$ cat config.mk
export PLATFORM = sky130hd
export DESIGN_NAME = fixed_point_line_rasterizer_unit
export DESIGN_NICKNAME = d
export VERILOG_FILES = /design/src/rtl/lrz_pkg.sv /design/src/rtl/fixed_point_line_rasterizer_unit.sv /design/src/rtl/lrz_div.sv /design/src/rtl/lrz_front.sv /design/src/rtl/lrz_queue.sv /design/src/rtl/lrz_back.sv
export VERILOG_INCLUDE_DIRS = /design/src /design/src/rtl
export SDC_FILE = /design/constraint.sdc
export NUM_CORES = 2
export LEC_CHECK = 0
export BUFFER_PORTS_ARGS = -buffer_cell sky130_fd_sc_hd__buf_2
export CAP_MARGIN = 20
export CORE_MARGIN = 3
export CORE_UTILIZATION = 47
export CTS_BUF_LIST = sky130_fd_sc_hd__clkbuf_16
export CTS_CLUSTER_DIAMETER = 200
export DETAILED_ROUTE_END_ITERATION = 10
export GPL_TIMING_DRIVEN = 0
export PLACE_DENSITY = 0.74
export SKIP_CTS_REPAIR_TIMING = 1
export SYNTH_ARGS = -nofsm -noshare
export SYNTH_HDL_FRONTEND = slang
export SYNTH_SLANG_ARGS = --single-unit
export TNS_END_PERCENT = 20
$ cat constraint.sdc
create_clock -name clock -period 11.95 [get_ports clock]
set_input_delay 1.7925 -clock clock [delete_from_list [all_inputs] [get_ports clock]]
set_output_delay 1.7925 -clock clock [all_outputs]
set_load 0.01 [all_outputs]
$ cat src/rtl/fixed_point_line_rasterizer_unit_assert.svh
// Assertion macros used by the line rasterizer top level.
`ifndef FIXED_POINT_LINE_RASTERIZER_UNIT_ASSERT_SVH
`define FIXED_POINT_LINE_RASTERIZER_UNIT_ASSERT_SVH

// Same-cycle implication.
`define LRZ_ASSERT_IMPLY(name, clk, rst, ante, cons) \
   name: assert property (@(posedge clk) disable iff (rst) (ante) |-> (cons)) \
      else $error("line rasterizer check failed");

// Next-cycle implication.
`define LRZ_ASSERT_NEXT(name, clk, rst, ante, cons) \
   name: assert property (@(posedge clk) disable iff (rst) (ante) |=> (cons)) \
      else $error("line rasterizer check failed");

`endif

$ cat src/rtl/lrz_pkg.sv
// Types and constants shared by the line rasterizer modules.
package lrz_pkg;

   localparam int COORD_BITS_DEF = 9;
   localparam int FRAC_BITS_DEF  = 12;
   localparam int COLOR_BITS     = 16;
   localparam int QUEUE_DEPTH    = 2;

   typedef enum logic {
      OP_LOAD = 1'b0,
      OP_STEP = 1'b1
   } op_type;

   typedef enum logic [1:0] {
      KIND_VERT = 2'd0,
      KIND_HORZ = 2'd1,
      KIND_XMAJ = 2'd2,
      KIND_YMAJ = 2'd3
   } kind_type;

   typedef struct packed {
      logic     is_load;
      kind_type kind;
      logic     walk_down;
   } ctl_type;

endpackage

$ cat src/rtl/fixed_point_line_rasterizer_unit.sv
// Line rasterizer top level: front end, command queue and pixel walker.
//
// A load word latches a line and gives no pixel; each following step word gives
// one pixel until the line's end, the last flagged with last_pixel. Step words
// are taken one per cycle and pixels leave one per cycle while the result side
// keeps up. A load holds the input while setup runs: a vertical or horizontal
// line goes from classification straight to the queue push; a sloped line first
// runs the shared restoring divider, which forms slope and then intercept one
// quotient bit per cycle. Either load waits longer if the queue has no room
// when setup ends. A two-word queue separates setup from the walker, so pixels
// of the previous line keep flowing during a load setup.
`include "fixed_point_line_rasterizer_unit_assert.svh"

module fixed_point_line_rasterizer_unit #(
   parameter int COORD_BITS = lrz_pkg::COORD_BITS_DEF,
   parameter int FRAC_BITS  = lrz_pkg::FRAC_BITS_DEF
) (
   input  logic                           clock,
   input  logic                           reset,
   input  logic                           req_valid,
   output logic                           req_ready,
   input  logic                           req_operation,
   input  logic [COORD_BITS-1:0]          req_x_start,
   input  logic [COORD_BITS-1:0]          req_y_start,
   input  logic [COORD_BITS-1:0]          req_x_end,
   input  logic [COORD_BITS-1:0]          req_y_end,
   input  logic [lrz_pkg::COLOR_BITS-1:0] req_line_color,
   output logic                           rsp_valid,
   input  logic                           rsp_ready,
   output logic [COORD_BITS-1:0]          rsp_pixel_x,
   output logic [COORD_BITS-1:0]          rsp_pixel_y,
   output logic [lrz_pkg::COLOR_BITS-1:0] rsp_pixel_color,
   output logic                           rsp_last_pixel
);
   import lrz_pkg::*;

   localparam int MW = 2 * COORD_BITS + FRAC_BITS;
   localparam int IW = MW + 1;
   localparam int SW = FRAC_BITS + 2;
   localparam int EW = $bits(ctl_type) + 3 * COORD_BITS + SW + IW + COLOR_BITS;

   logic          q_push, q_pop, q_full, q_valid;
   logic [EW-1:0] q_wdata, q_rdata;

   lrz_front #(
      .COORD_BITS (COORD_BITS),
      .FRAC_BITS  (FRAC_BITS),
      .EW         (EW)
   ) u_front (
      .clock          (clock),
      .reset          (reset),
      .req_valid      (req_valid),
      .req_ready      (req_ready),
      .req_operation  (req_operation),
      .req_x_start    (req_x_start),
      .req_y_start    (req_y_start),
      .req_x_end      (req_x_end),
      .req_y_end      (req_y_end),
      .req_line_color (req_line_color),
      .q_full         (q_full),
      .q_push         (q_push),
      .q_data         (q_wdata)
   );

   lrz_queue #(
      .WIDTH (EW),
      .DEPTH (QUEUE_DEPTH)
   ) u_queue (
      .clock     (clock),
      .reset     (reset),
      .push      (q_push),
      .push_data (q_wdata),
      .pop       (q_pop),
      .full      (q_full),
      .valid     (q_valid),
      .pop_data  (q_rdata)
   );

   lrz_back #(
      .COORD_BITS (COORD_BITS),
      .FRAC_BITS  (FRAC_BITS),
      .EW         (EW)
   ) u_back (
      .clock           (clock),
      .reset           (reset),
      .q_valid         (q_valid),
      .q_data          (q_rdata),
      .q_pop           (q_pop),
      .rsp_valid       (rsp_valid),
      .rsp_ready       (rsp_ready),
      .rsp_pixel_x     (rsp_pixel_x),
      .rsp_pixel_y     (rsp_pixel_y),
      .rsp_pixel_color (rsp_pixel_color),
      .rsp_last_pixel  (rsp_last_pixel)
   );

   `LRZ_ASSERT_IMPLY(a_push_room, clock, reset, q_push, !q_full)
   `LRZ_ASSERT_IMPLY(a_pop_valid, clock, reset, q_pop, q_valid)
   `LRZ_ASSERT_IMPLY(a_step_queued, clock, reset,
      req_valid && req_ready && req_operation == OP_STEP, q_push)
   `LRZ_ASSERT_NEXT(a_load_busy, clock, reset,
      req_valid && req_ready && req_operation == OP_LOAD, !req_ready)

endmodule

$ cat src/rtl/lrz_div.sv
// Restoring divider: unsigned magnitude, one quotient bit per cycle, signed result.
module lrz_div #(
   parameter int NUM_BITS = 30,
   parameter int DEN_BITS = 9
) (
   input  logic                clock,
   input  logic                reset,
   input  logic                start,
   input  logic [NUM_BITS-1:0] num,
   input  logic [DEN_BITS-1:0] den,
   input  logic                neg,
   output logic                done,
   output logic [NUM_BITS:0]   quotient
);
   localparam int CW = $clog2(NUM_BITS + 1);

   logic                busy_ff, busy_in;
   logic                done_ff, done_in;
   logic [DEN_BITS-1:0] rem_ff, rem_in;
   logic [NUM_BITS-1:0] quo_ff, quo_in;
   logic [DEN_BITS-1:0] den_ff, den_in;
   logic                neg_ff, neg_in;
   logic [CW-1:0]       cnt_ff, cnt_in;
   logic [DEN_BITS:0]   trial;
   logic [DEN_BITS:0]   diff;
   logic                ge;

   assign trial = {rem_ff, quo_ff[NUM_BITS-1]};
   assign ge    = trial >= {1'b0, den_ff};
   assign diff  = trial - {1'b0, den_ff};

   always_comb begin
      busy_in = busy_ff;
      done_in = 1'b0;
      rem_in  = rem_ff;
      quo_in  = quo_ff;
      den_in  = den_ff;
      neg_in  = neg_ff;
      cnt_in  = cnt_ff;
      if (start) begin
         busy_in = 1'b1;
         rem_in  = '0;
         quo_in  = num;
         den_in  = den;
         neg_in  = neg;
         cnt_in  = CW'(NUM_BITS);
      end else if (busy_ff) begin
         rem_in  = ge ? diff[DEN_BITS-1:0] : trial[DEN_BITS-1:0];
         quo_in  = {quo_ff[NUM_BITS-2:0], ge};
         cnt_in  = cnt_ff - CW'(1);
         busy_in = cnt_ff != CW'(1);
         done_in = cnt_ff == CW'(1);
      end
   end

   always_ff @(posedge clock) begin
      if (reset) begin
         busy_ff <= 1'b0;
         done_ff <= 1'b0;
      end else begin
         busy_ff <= busy_in;
         done_ff <= done_in;
      end
      rem_ff <= rem_in;
      quo_ff <= quo_in;
      den_ff <= den_in;
      neg_ff <= neg_in;
      cnt_ff <= cnt_in;
   end

   assign done     = done_ff;
   assign quotient = neg_ff ? -{1'b0, quo_ff} : {1'b0, quo_ff};

endmodule

$ cat src/rtl/lrz_front.sv
// Front end: accepts words, classifies loads and runs the slope/intercept setup.
module lrz_front #(
   parameter int COORD_BITS = 9,
   parameter int FRAC_BITS  = 12,
   parameter int EW         = 100
) (
   input  logic                            clock,
   input  logic                            reset,
   input  logic                            req_valid,
   output logic                            req_ready,
   input  logic                            req_operation,
   input  logic [COORD_BITS-1:0]           req_x_start,
   input  logic [COORD_BITS-1:0]           req_y_start,
   input  logic [COORD_BITS-1:0]           req_x_end,
   input  logic [COORD_BITS-1:0]           req_y_end,
   input  logic [lrz_pkg::COLOR_BITS-1:0]  req_line_color,
   input  logic                            q_full,
   output logic                            q_push,
   output logic [EW-1:0]                   q_data
);
   import lrz_pkg::*;

   localparam int C  = COORD_BITS;
   localparam int MW = 2 * COORD_BITS + FRAC_BITS;
   localparam int IW = MW + 1;
   localparam int SW = FRAC_BITS + 2;

   typedef enum logic [2:0] {
      S_IDLE,
      S_CLASS,
      S_SLOPE,
      S_ICPT,
      S_PUSH
   } state_type;

   state_type             state_ff, state_in;
   logic [C-1:0]          x0_ff, y0_ff, x1_ff, y1_ff;
   logic [COLOR_BITS-1:0] color_ff;
   kind_type              kind_ff, kind_in;
   logic [C-1:0]          pos_ff, pos_in;
   logic [C-1:0]          end_ff, end_in;
   logic                  down_ff, down_in;
   logic [C-1:0]          fixed_ff, fixed_in;
   logic [SW-1:0]         slope_ff, slope_in;
   logic [IW-1:0]         icpt_ff, icpt_in;
   logic [C-1:0]          span_ff, span_in;
   logic [2*C-1:0]        imag_ff, imag_in;
   logic                  ineg_ff, ineg_in;

   logic                  accept;
   logic [C-1:0]          dx, dy, m0, n0, m1, n1, span, dn_mag;
   logic                  dn_neg, ic_neg;
   logic [2*C-1:0]        p_a, p_b, ic_mag;
   kind_type              cls_kind;
   logic                  div_start, div_neg, div_done;
   logic [MW-1:0]         div_num;
   logic [C-1:0]          div_den;
   logic [IW-1:0]         div_q;
   ctl_type               ctl;

   assign req_ready = (state_ff == S_IDLE) && !q_full;
   assign accept    = req_valid && req_ready;

   // classification of the latched endpoints
   always_comb begin
      dx = (x1_ff > x0_ff) ? x1_ff - x0_ff : x0_ff - x1_ff;
      dy = (y1_ff > y0_ff) ? y1_ff - y0_ff : y0_ff - y1_ff;
      if (x0_ff == x1_ff)
         cls_kind = KIND_VERT;
      else if (y0_ff == y1_ff)
         cls_kind = KIND_HORZ;
      else if (dx > dy)
         cls_kind = KIND_XMAJ;
      else
         cls_kind = KIND_YMAJ;
      if (cls_kind == KIND_XMAJ) begin
         if (x0_ff > x1_ff) begin
            m0 = x1_ff; n0 = y1_ff; m1 = x0_ff; n1 = y0_ff;
         end else begin
            m0 = x0_ff; n0 = y0_ff; m1 = x1_ff; n1 = y1_ff;
         end
      end else begin
         if (y0_ff > y1_ff) begin
            m0 = y1_ff; n0 = x1_ff; m1 = y0_ff; n1 = x0_ff;
         end else begin
            m0 = y0_ff; n0 = x0_ff; m1 = y1_ff; n1 = x1_ff;
         end
      end
      span   = m1 - m0;
      dn_neg = n1 < n0;
      dn_mag = dn_neg ? n0 - n1 : n1 - n0;
      p_a    = {{C{1'b0}}, n0} * {{C{1'b0}}, m1};
      p_b    = {{C{1'b0}}, n1} * {{C{1'b0}}, m0};
      ic_neg = p_b > p_a;
      ic_mag = ic_neg ? p_b - p_a : p_a - p_b;
   end

   assign div_start = ((state_ff == S_CLASS) && (cls_kind == KIND_XMAJ || cls_kind == KIND_YMAJ))
                      || ((state_ff == S_SLOPE) && div_done);
   assign div_num   = (state_ff == S_CLASS) ? {{C{1'b0}}, dn_mag, {FRAC_BITS{1'b0}}}
                                            : {imag_ff, {FRAC_BITS{1'b0}}};
   assign div_neg   = (state_ff == S_CLASS) ? dn_neg : ineg_ff;
   assign div_den   = (state_ff == S_CLASS) ? span : span_ff;

   lrz_div #(
      .NUM_BITS (MW),
      .DEN_BITS (C)
   ) u_div (
      .clock    (clock),
      .reset    (reset),
      .start    (div_start),
      .num      (div_num),
      .den      (div_den),
      .neg      (div_neg),
      .done     (div_done),
      .quotient (div_q)
   );

   always_comb begin
      state_in = state_ff;
      kind_in  = kind_ff;
      pos_in   = pos_ff;
      end_in   = end_ff;
      down_in  = down_ff;
      fixed_in = fixed_ff;
      slope_in = slope_ff;
      icpt_in  = icpt_ff;
      span_in  = span_ff;
      imag_in  = imag_ff;
      ineg_in  = ineg_ff;
      case (state_ff)
         S_IDLE: begin
            if (accept && req_operation == OP_LOAD)
               state_in = S_CLASS;
         end
         S_CLASS: begin
            kind_in  = cls_kind;
            slope_in = '0;
            icpt_in  = '0;
            down_in  = 1'b0;
            fixed_in = '0;
            case (cls_kind)
               KIND_VERT: begin
                  fixed_in = x0_ff;
                  pos_in   = y0_ff;
                  end_in   = y1_ff;
                  down_in  = y0_ff > y1_ff;
                  state_in = S_PUSH;
               end
               KIND_HORZ: begin
                  fixed_in = y0_ff;
                  pos_in   = x0_ff;
                  end_in   = x1_ff;
                  down_in  = x0_ff > x1_ff;
                  state_in = S_PUSH;
               end
               default: begin
                  pos_in   = m0;
                  end_in   = m1;
                  span_in  = span;
                  imag_in  = ic_mag;
                  ineg_in  = ic_neg;
                  state_in = S_SLOPE;
               end
            endcase
         end
         S_SLOPE: begin
            if (div_done) begin
               slope_in = div_q[SW-1:0];
               state_in = S_ICPT;
            end
         end
         S_ICPT: begin
            if (div_done) begin
               icpt_in  = div_q;
               state_in = S_PUSH;
            end
         end
         S_PUSH: begin
            if (!q_full)
               state_in = S_IDLE;
         end
         default: state_in = S_IDLE;
      endcase
   end

   always_ff @(posedge clock) begin
      if (reset) begin
         state_ff <= S_IDLE;
      end else begin
         state_ff <= state_in;
      end
      if (accept && req_operation == OP_LOAD) begin
         x0_ff    <= req_x_start;
         y0_ff    <= req_y_start;
         x1_ff    <= req_x_end;
         y1_ff    <= req_y_end;
         color_ff <= req_line_color;
      end
      kind_ff  <= kind_in;
      pos_ff   <= pos_in;
      end_ff   <= end_in;
      down_ff  <= down_in;
      fixed_ff <= fixed_in;
      slope_ff <= slope_in;
      icpt_ff  <= icpt_in;
      span_ff  <= span_in;
      imag_ff  <= imag_in;
      ineg_ff  <= ineg_in;
   end

   // step words go straight into the queue; loads after setup
   always_comb begin
      ctl.is_load   = state_ff == S_PUSH;
      ctl.kind      = kind_ff;
      ctl.walk_down = down_ff;
      q_push        = (accept && req_operation == OP_STEP) || (state_ff == S_PUSH && !q_full);
      q_data        = {ctl, pos_ff, end_ff, fixed_ff, slope_ff, icpt_ff, color_ff};
   end

endmodule

$ cat src/rtl/lrz_queue.sv
// Small register FIFO between the front end and the pixel walker.
module lrz_queue #(
   parameter int WIDTH = 100,
   parameter int DEPTH = 2
) (
   input  logic             clock,
   input  logic             reset,
   input  logic             push,
   input  logic [WIDTH-1:0] push_data,
   input  logic             pop,
   output logic             full,
   output logic             valid,
   output logic [WIDTH-1:0] pop_data
);
   localparam int PW = (DEPTH > 1) ? $clog2(DEPTH) : 1;
   localparam int CW = $clog2(DEPTH + 1);

   logic [WIDTH-1:0] slot_ff [DEPTH];
   logic [PW-1:0]    wr_ff, wr_in;
   logic [PW-1:0]    rd_ff, rd_in;
   logic [CW-1:0]    cnt_ff, cnt_in;

   assign full     = cnt_ff == CW'(DEPTH);
   assign valid    = cnt_ff != '0;
   assign pop_data = slot_ff[rd_ff];

   always_comb begin
      wr_in  = wr_ff;
      rd_in  = rd_ff;
      cnt_in = cnt_ff;
      if (push)
         wr_in = (wr_ff == PW'(DEPTH - 1)) ? '0 : wr_ff + PW'(1);
      if (pop)
         rd_in = (rd_ff == PW'(DEPTH - 1)) ? '0 : rd_ff + PW'(1);
      if (push && !pop)
         cnt_in = cnt_ff + CW'(1);
      else if (pop && !push)
         cnt_in = cnt_ff - CW'(1);
   end

   always_ff @(posedge clock) begin
      if (reset) begin
         wr_ff  <= '0;
         rd_ff  <= '0;
         cnt_ff <= '0;
      end else begin
         wr_ff  <= wr_in;
         rd_ff  <= rd_in;
         cnt_ff <= cnt_in;
      end
      if (push)
         slot_ff[wr_ff] <= push_data;
   end

endmodule

$ cat src/rtl/lrz_back.sv
// Back end: holds the active line and emits one pixel per step word while a line is active.
module lrz_back #(
   parameter int COORD_BITS = 9,
   parameter int FRAC_BITS  = 12,
   parameter int EW         = 100
) (
   input  logic                           clock,
   input  logic                           reset,
   input  logic                           q_valid,
   input  logic [EW-1:0]                  q_data,
   output logic                           q_pop,
   output logic                           rsp_valid,
   input  logic                           rsp_ready,
   output logic [COORD_BITS-1:0]          rsp_pixel_x,
   output logic [COORD_BITS-1:0]          rsp_pixel_y,
   output logic [lrz_pkg::COLOR_BITS-1:0] rsp_pixel_color,
   output logic                           rsp_last_pixel
);
   import lrz_pkg::*;

   localparam int C  = COORD_BITS;
   localparam int MW = 2 * COORD_BITS + FRAC_BITS;
   localparam int IW = MW + 1;
   localparam int SW = FRAC_BITS + 2;
   localparam int PW = SW + C + 1;
   localparam int VW = ((IW > PW) ? IW : PW) + 1;

   ctl_type               e_ctl;
   logic [C-1:0]          e_pos, e_end, e_fixed;
   logic [SW-1:0]         e_slope;
   logic [IW-1:0]         e_icpt;
   logic [COLOR_BITS-1:0] e_color;

   logic                  active_ff, active_in;
   kind_type              kind_ff, kind_in;
   logic [C-1:0]          pos_ff, pos_in;
   logic [C-1:0]          end_ff, end_in;
   logic                  down_ff, down_in;
   logic [C-1:0]          fixed_ff, fixed_in;
   logic [SW-1:0]         slope_ff, slope_in;
   logic [IW-1:0]         icpt_ff, icpt_in;
   logic [COLOR_BITS-1:0] color_ff, color_in;
   logic                  rsp_valid_ff, rsp_valid_in;
   logic [C-1:0]          rsp_x_ff, rsp_x_in;
   logic [C-1:0]          rsp_y_ff, rsp_y_in;
   logic [COLOR_BITS-1:0] rsp_color_ff, rsp_color_in;
   logic                  rsp_last_ff, rsp_last_in;

   logic                  out_free, emit, last;
   logic signed [PW-1:0]  prod;
   logic signed [VW-1:0]  v;
   logic [C-1:0]          minor, px, py;
   logic                  round_up;

   assign {e_ctl, e_pos, e_end, e_fixed, e_slope, e_icpt, e_color} = q_data;

   assign out_free = !rsp_valid_ff || rsp_ready;
   assign q_pop    = q_valid && (e_ctl.is_load || !active_ff || out_free);
   assign emit     = q_pop && !e_ctl.is_load && active_ff;
   assign last     = pos_ff == end_ff;

   // minor = (slope * pos + intercept + half) / one, truncated toward zero
   assign prod     = $signed(slope_ff) * $signed({1'b0, pos_ff});
   assign v        = VW'(prod) + VW'($signed(icpt_ff)) + (VW'(1) <<< (FRAC_BITS - 1));
   assign round_up = v[VW-1] && (v[FRAC_BITS-1:0] != '0);
   assign minor    = v[FRAC_BITS+C-1:FRAC_BITS] + C'(round_up);

   always_comb begin
      case (kind_ff)
         KIND_VERT: begin
            px = fixed_ff;
            py = pos_ff;
         end
         KIND_HORZ: begin
            px = pos_ff;
            py = fixed_ff;
         end
         KIND_XMAJ: begin
            px = pos_ff;
            py = minor;
         end
         default: begin
            px = minor;
            py = pos_ff;
         end
      endcase
   end

   always_comb begin
      active_in    = active_ff;
      kind_in      = kind_ff;
      pos_in       = pos_ff;
      end_in       = end_ff;
      down_in      = down_ff;
      fixed_in     = fixed_ff;
      slope_in     = slope_ff;
      icpt_in      = icpt_ff;
      color_in     = color_ff;
      rsp_valid_in = rsp_valid_ff && !rsp_ready;
      rsp_x_in     = rsp_x_ff;
      rsp_y_in     = rsp_y_ff;
      rsp_color_in = rsp_color_ff;
      rsp_last_in  = rsp_last_ff;
      if (q_pop && e_ctl.is_load) begin
         active_in = 1'b1;
         kind_in   = e_ctl.kind;
         down_in   = e_ctl.walk_down;
         pos_in    = e_pos;
         end_in    = e_end;
         fixed_in  = e_fixed;
         slope_in  = e_slope;
         icpt_in   = e_icpt;
         color_in  = e_color;
      end else if (emit) begin
         rsp_valid_in = 1'b1;
         rsp_x_in     = px;
         rsp_y_in     = py;
         rsp_color_in = color_ff;
         rsp_last_in  = last;
         if (last)
            active_in = 1'b0;
         else if (down_ff && (kind_ff == KIND_VERT || kind_ff == KIND_HORZ))
            pos_in = pos_ff - C'(1);
         else
            pos_in = pos_ff + C'(1);
      end
   end

   always_ff @(posedge clock) begin
      if (reset) begin
         active_ff    <= 1'b0;
         rsp_valid_ff <= 1'b0;
      end else begin
         active_ff    <= active_in;
         rsp_valid_ff <= rsp_valid_in;
      end
      kind_ff      <= kind_in;
      pos_ff       <= pos_in;
      end_ff       <= end_in;
      down_ff      <= down_in;
      fixed_ff     <= fixed_in;
      slope_ff     <= slope_in;
      icpt_ff      <= icpt_in;
      color_ff     <= color_in;
      rsp_x_ff     <= rsp_x_in;
      rsp_y_ff     <= rsp_y_in;
      rsp_color_ff <= rsp_color_in;
      rsp_last_ff  <= rsp_last_in;
   end

   assign rsp_valid       = rsp_valid_ff;
   assign rsp_pixel_x     = rsp_x_ff;
   assign rsp_pixel_y     = rsp_y_ff;
   assign rsp_pixel_color = rsp_color_ff;
   assign rsp_last_pixel  = rsp_last_ff;

endmodule
### After elaboration in Yosys (flattened, before gate mapping)

Memories as Yosys holds them, arrays and structs flattened. A register that Yosys moved wholly into a read port is not among the register bits.
Index checks and enable logic that the tools add are counted.

| storage, ports and cells | value |
|---|---|
| flip-flop bits (word level) | 346 |
| RAM bits | 184 |
| input port bits | 57 |
| output and inout bits | 37 |
| logic and storage cells | 209 |
| memories | 1 |

| operators by class | value |
|---|---|
| add/sub/neg operators | 21 |
| multiply operators | 3 |
| magnitude comparators | 8 |
| equality and inequality tests | 20 |
| multiplexer cells | 61 |
| bitwise logic cells | 4 |
| reduce and logical (&&, ||, !) cells | 51 |

Memories:

| name | depth | width | rd ports | clocked after memory_dff | wr ports | RTL line | RTL |
|---|---|---|---|---|---|---|---|
| u_queue.slot_ff | 2 | 92 | 1 | 1 | 1 | lrz_queue.sv:18 | `logic [WIDTH-1:0] slot_ff [DEPTH];` |

Operators by type and width:

| cell | count |
|---|---|
| 9-bit 2-to-1 mux | 21 |
| 30-bit 2-to-1 mux | 3 |
| 9-bit one-hot mux with 2 select lines | 5 |
| 9-bit subtractor | 8 |
| 31-bit 2-to-1 mux | 2 |
| 31-bit one-hot mux with 2 select lines | 1 |
| 9-bit greater-than comparator | 5 |
| 9-bit by 9-bit multiplier with 18-bit output | 2 |
| 18-bit subtractor | 2 |
| 24-bit by 31-bit adder with 32-bit output | 1 |
| 32-bit by 13-bit adder with 32-bit output (second input constant) | 1 |
| 30-bit negator with 31-bit output | 1 |
| 14-bit one-hot mux with 2 select lines | 1 |
| 9-bit equality test | 3 |
| 14-bit by 10-bit multiplier with 24-bit output | 1 |
| 18-bit greater-than comparator | 1 |
| 18-bit 2-to-1 mux | 1 |
| 1-bit logical AND | 16 |
| 1-bit 2-to-1 mux | 15 |
| 3-bit 2-to-1 mux | 5 |
| 3-bit one-hot mux with 5 select lines | 1 |
| 14-bit 2-to-1 mux | 1 |
| 2-bit nonzero test | 7 |
| 2-bit AND reduction | 6 |
| other kinds (28) | 58 |

### Logic depth before layout (Yosys ltp)

| logic depth | value |
|---|---|
| depth in word-level cells | 12 |
| gate-level depth with buffers | 50 |
| gate-level depth less buffers | 45 |

### Hierarchy

From an unflattened synthesis, not the netlist that was laid out.

| second synthesis, totals | value |
|---|---|
| cell total of the unflattened synthesis | 3489 |
| area total of the unflattened synthesis | 38853.5 um^2 |

Modules (own cells, without submodules):

| module | instances | cells each | area an instance (um^2) |
|---|---|---|---|
| lrz_front | 1 | 1780 | 16673.5 |
| lrz_back | 1 | 1084 | 11861.4 |
| lrz_queue | 1 | 308 | 6874.1 |
| lrz_div | 1 | 317 | 3444.6 |

### Worst setup path before layout

Ideal clock, no wire load.

| path | value |
|---|---|
| path kind | reg2reg |
| start point | register u_front.x1_ff[1] |
| end point | register u_front.imag_ff[7] (data pin) |
| setup time | 265 ps |
| arrival | 10648 ps |
| path slack | 1037 ps |
| cell stages (with the launch flop) | 45 |
| clock period less this slack | 10913 ps |
| cell sequence | edfxtp_1 > inv_1 > ha_1 > nor2b_1 > o21ai_0 > a21oi_1 > o21ai_0 > a21oi_2 > mux2_2 > a221oi_1 > o21ai_0 > xor2_1 > ha_1 > and4_1 > and3_1 > nor4_1 > buf_4 > buf_2 > [9 not listed] > ha_1 > or2_2 > a31oi_1 > nor2b_1 > o21ai_0 > nor2b_1 > xnor2_1 > ha_1 > clkbuf_1 > and3_1 > nand3_1 > o2111ai_1 > o211ai_1 > o21ai_0 > buf_2 > buf_2 > mux2i_1 > xnor2_1 |

| on the way | value |
|---|---|
| cells in the longest elaborated chain, start to end | 11 |
| elaborated cells on any way between the ends | 27 |
| those cells by class | add/sub: 4; mul: 2; order compare: 4; eq/ne: 2; mux: 15 |

RTL lines:

| what | RTL line | RTL |
|---|---|---|
| from (decl) | lrz_front.sv:37 | `logic [C-1:0] x0_ff, y0_ff, x1_ff, y1_ff;` |
| from (signal assigned) | lrz_front.sv:196 | `x1_ff <= req_x_end;` |
| 9-bit subtractor or 9-bit greater-than comparator (tied branches) | lrz_front.sv:66 | `dx = (x1_ff > x0_ff) ? x1_ff - x0_ff : x0_ff - x1_ff;` |
| 9-bit 2-to-1 mux | lrz_front.sv:66 |  |
| 9-bit greater-than comparator | lrz_front.sv:72 | `else if (dx > dy)` |
| 1-bit 2-to-1 mux | lrz_front.sv:72 |  |
| 2-bit 2-to-1 mux | lrz_front.sv:70 | `else if (y0_ff == y1_ff)` |
| 2-bit 2-to-1 mux | lrz_front.sv:68 | `if (x0_ff == x1_ff)` |
| 2-bit equality test | lrz_front.sv:76 | `if (cls_kind == KIND_XMAJ) begin` |
| 9-bit 2-to-1 mux | lrz_front.sv:76 |  |
| 9-bit by 9-bit multiplier with 18-bit output, on equally long branches | lrz_front.sv:93, lrz_front.sv:92 |  |
| 18-bit greater-than comparator (*) | lrz_front.sv:94 | `ic_neg = p_b > p_a;` |
| net u_front.ic_neg | lrz_front.sv:52 | `logic dn_neg, ic_neg;` |
| 18-bit 2-to-1 mux (*) | lrz_front.sv:95 | `ic_mag = ic_neg ? p_b - p_a : p_a - p_b;` |
| net u_front.ic_mag[7] | lrz_front.sv:53 | `logic [2*C-1:0] p_a, p_b, ic_mag;` |
| to (signal assigned) | lrz_front.sv:208 | `imag_ff <= imag_in;` |
| to (decl) | lrz_front.sv:47 | `logic [2*C-1:0] imag_ff, imag_in;` |

Mark *: on every way through the listed nets, which the timed path passes. The rest lies on a longest branch.
A chain may end at the register's enable or synchronous reset.

### Final worst setup path

| path | value |
|---|---|
| start point | register u_front.x1_ff[7] |
| end point | register u_front.imag_ff[16] (data pin) |

| on the way | value |
|---|---|
| cells in the longest elaborated chain, start to end | 11 |
| elaborated cells on any way between the ends | 27 |
| those cells by class | add/sub: 4; mul: 2; order compare: 4; eq/ne: 2; mux: 15 |

RTL lines:

| what | RTL line |
|---|---|
| 9-bit subtractor or 9-bit greater-than comparator (tied branches) | lrz_front.sv:66 |
| 9-bit 2-to-1 mux | lrz_front.sv:66 |
| 9-bit greater-than comparator | lrz_front.sv:72 |
| 1-bit 2-to-1 mux | lrz_front.sv:72 |
| 2-bit 2-to-1 mux | lrz_front.sv:70 |
| 2-bit 2-to-1 mux | lrz_front.sv:68 |
| 2-bit equality test | lrz_front.sv:76 |
| 9-bit 2-to-1 mux | lrz_front.sv:76 |
| 9-bit by 9-bit multiplier with 18-bit output, on equally long branches | lrz_front.sv:92, lrz_front.sv:93 |
| 18-bit subtractor or 18-bit greater-than comparator (tied branches) | lrz_front.sv:95, lrz_front.sv:94 |
| 18-bit 2-to-1 mux (*) | lrz_front.sv:95 |
| net u_front.ic_mag[16] | lrz_front.sv:53 |

Marked as above.

==> key figures <==
Global routing
  – Tot GR Track Use: 21.50%
  – First-pass GRT wire length: 144,600 µm
  – Gr ovfl total: 0
  – Pin count of the biggest net entering global routing: 54
  – Vias in the first global route: 25,860
  – Antenna violations before repair: 3

Timing
  – Tcrit/Tclk final: 96.37%
  – Hold Vio Cnt, Final: 0
  – Setup TNS: 0 ps
  – F_max: 0.08683 GHz
  – Pins Over Slew Limit: 0
  – Final setup vio count: 0
  – Clk_skew: 21.79 ps
  – Worst hold slack: 419.6 ps
  – Worst slew pin tran: 1073 ps
  – Slew Limit Headroom: 28.49%
  – Final period demand of the worst path: 11,520 ps

Placed design
  – Area after DPL: 40,070 µm²
  – PortBufs: 93
  – Gpl congestion: 0.9718
  – HPWL after detailed placement: 70,880 µm

Worst setup path
  – Worst Setup Path Type: reg -> reg
  – Worst EP arrival: 11,900 ps
  – Data required time of the critical path: 12,330 ps
  – Slowest CP cell: or4_1
  – Reg-to-Reg Start: u_front.x1_ff[7]
  – Reg-to-reg endpoint: u_front.imag_ff[16]
  – CP Max Fanout: 10
  – Reg-to-reg setup timing slack: 430 ps
  – Crit end category: flip-flop
  – Worst setup SP type: flip-flop
  – R2R depth: 44
  – Slowest stage delay, CP: 570 ps

Clock tree
  – Clock root buffer: clkbuf_16
  – CTS tree: done
  – CTS clk-pin slew, worst paths: 60 ps
  – Sink Count: 531
  – H-Tree Depth: 2
  – CTS Buf Count: 52
  – Clock Path Buffers: 3
  – Worst-skew pair later-pin latency: 590 ps

Die
  – Core area: 79,520 µm²
  – Num ports: 94
  – Initial core utilization: 47.75%
  – Die area: 84,230 µm²
  – Die width: 290.2 µm
  – Chip height: 290.2 µm
  – Row Count: 103

Logic synthesis
  – Synthesized net count: 4,052
  – FFs w/ async S/R, synth: 0%
  – Cell with the most instances after synthesis: inv_1
  – Leading area contributor after synthesis: edfxtp_1
  – Gate Count Post-Synth: 3,428
  – Sequential share of the synthesized area: 41.31%
  – EDFF count, synth: 505
  – #FFs+latches synth: 531
  – Post-synth top area share: 39.94%
  – Synthesized cell area: 37,970 µm²
  – Synth cell count leaders: inv_1, edfxtp_1, ha_1
  – Top_reg_cell synth: edfxtp_1
  – Synth cell types: 80
  – Synth area leaders: edfxtp_1, fa_1, ha_1
  – Yosys warnings: 0
  – Syn_area_per_cell: 11.08 µm²

Hold path
  – Hold depth: 0
  – Hold_sp: u_back.color_ff[2]
  – Worst min-delay path category: reg -> reg
  – Hold path endpoint: u_back.rsp_pixel_color[2]

Finish
  – Fin area: 42,850 µm²
  – Final net count: 4,280
  – Finished Core Util: 53.89%
  – P&R area growth vs syn: 12.85%
  – Diode count: 0
  – Layout cells sized above 1: 13.01%

Routing
  – DRT Pass-1 Iters: 5
  – Drt total wl: 91,360 µm
  – Vias: 25,890
  – WL/cell: 19.24 µm
  – DRT iter0 DRCs: 2,085
  – ANT nets after route: 0
  – Avg Vias per Cell: 5.452
  – DRC viols: 0

Run
  – Max Cap Viol: 0

Run status
  – Status: finished, final reports clean
==> metrics by stage <==
stage / cells / worst slack, ps
6_report: 4748 / 433.4
3_3_place_gp: 4571 / -2457
5_1_grt: 4748 / -181.0
4_1_cts: 4691 / -2086
2_1_floorplan: 3428 / 1037
3_5_place_dp: 4595 / -2031
==> routing by layer <==
layer | GRT usage (%) | share of wire [%] | up-vias
met1 | 29.98 | 44 | 12700
met3 | 3.003 | 6.6 | 172
met5 | 0 | 0.013 | -
li1 | - | - | 12120
met4 | 7.303 | 3.9 | 2
met2 | 34.71 | 46 | 888
==> critical path, delay by kind of cell (launching register included) <==
kind,cells,cell delay [ps]
compound gates,10,2310
xor+xnor,2,450
fa+ha+maj,8,3480
buf+inv,11,1610
flops,1,390
mux,3,860
simple gates,10,2200
==> how the worst max path moves through the flow <==
stage	end	from	cells past startpoint
2_1_floorplan	u_front.imag_ff[7]	u_front.x1_ff[1]	44
3_3_place_gp	u_front.imag_ff[12]	u_front.x1_ff[7]	41
3_5_place_dp	u_front.imag_ff[12]	u_front.x1_ff[7]	44
4_1_cts	u_front.imag_ff[7]	u_front.x1_ff[7]	44
5_1_grt	u_front.imag_ff[6]	u_front.x1_ff[7]	47
6_report	u_front.imag_ff[16]	u_front.x1_ff[7]	44
==> flip-flops by register name, summed over array words and instances (netlist names), 14 cells and up, named ones only <==
name / cells
u_back.icpt_ff: 31
u_front.u_div.quo_ff: 30
u_front.slope_ff: 14
u_front.icpt_ff: 31
u_back.color_ff: 16
u_front.color_ff: 16
u_back.rsp_pixel_color: 16
u_front.imag_ff: 18
u_back.slope_ff: 14
u_queue.slot_ff: 184
==> final cells by class <==
cell class,instances,area (µm²)
plain buffers,101,469.2
clock buffers,53,1326
clock inverters,43,366.6
fillers,6708,36670
inverters,537,2027
multi-input cells,2253,20390
flip-flops and latches,531,15690
well taps,1050,1314
repair buffers,180,1265
==> cells in the final DEF, fill, tap and decap left out, drive strengths merged, types with 97 or more instances in the layout <==
master,Yosys,layout
clkbuf,81,127
a21oi,190,190
nor2,276,276
edfxtp,505,505
o21ai,103,103
and2,97,97
inv,537,543
fa,267,267
buf,26,207
mux2,101,101
ha,300,300
nand2,199,199
mux2i,114,114
==> cell families after synthesis <==
logic type | Yosys count | synth area share, %
XOR/XNOR | 144 | 3.358
AO/OA/AOI/OAI | 529 | 8.795
buffers and inverters | 644 | 6.432
flip-flops | 531 | 41.31
AND/OR/NAND/NOR | 798 | 10.08
adder cells (fa/ha/maj) | 567 | 23.96
multiplexers | 215 | 6.060
Power is not shown: default switching activity piles up to over one toggle a cycle in this logic, so the estimate is an artifact.
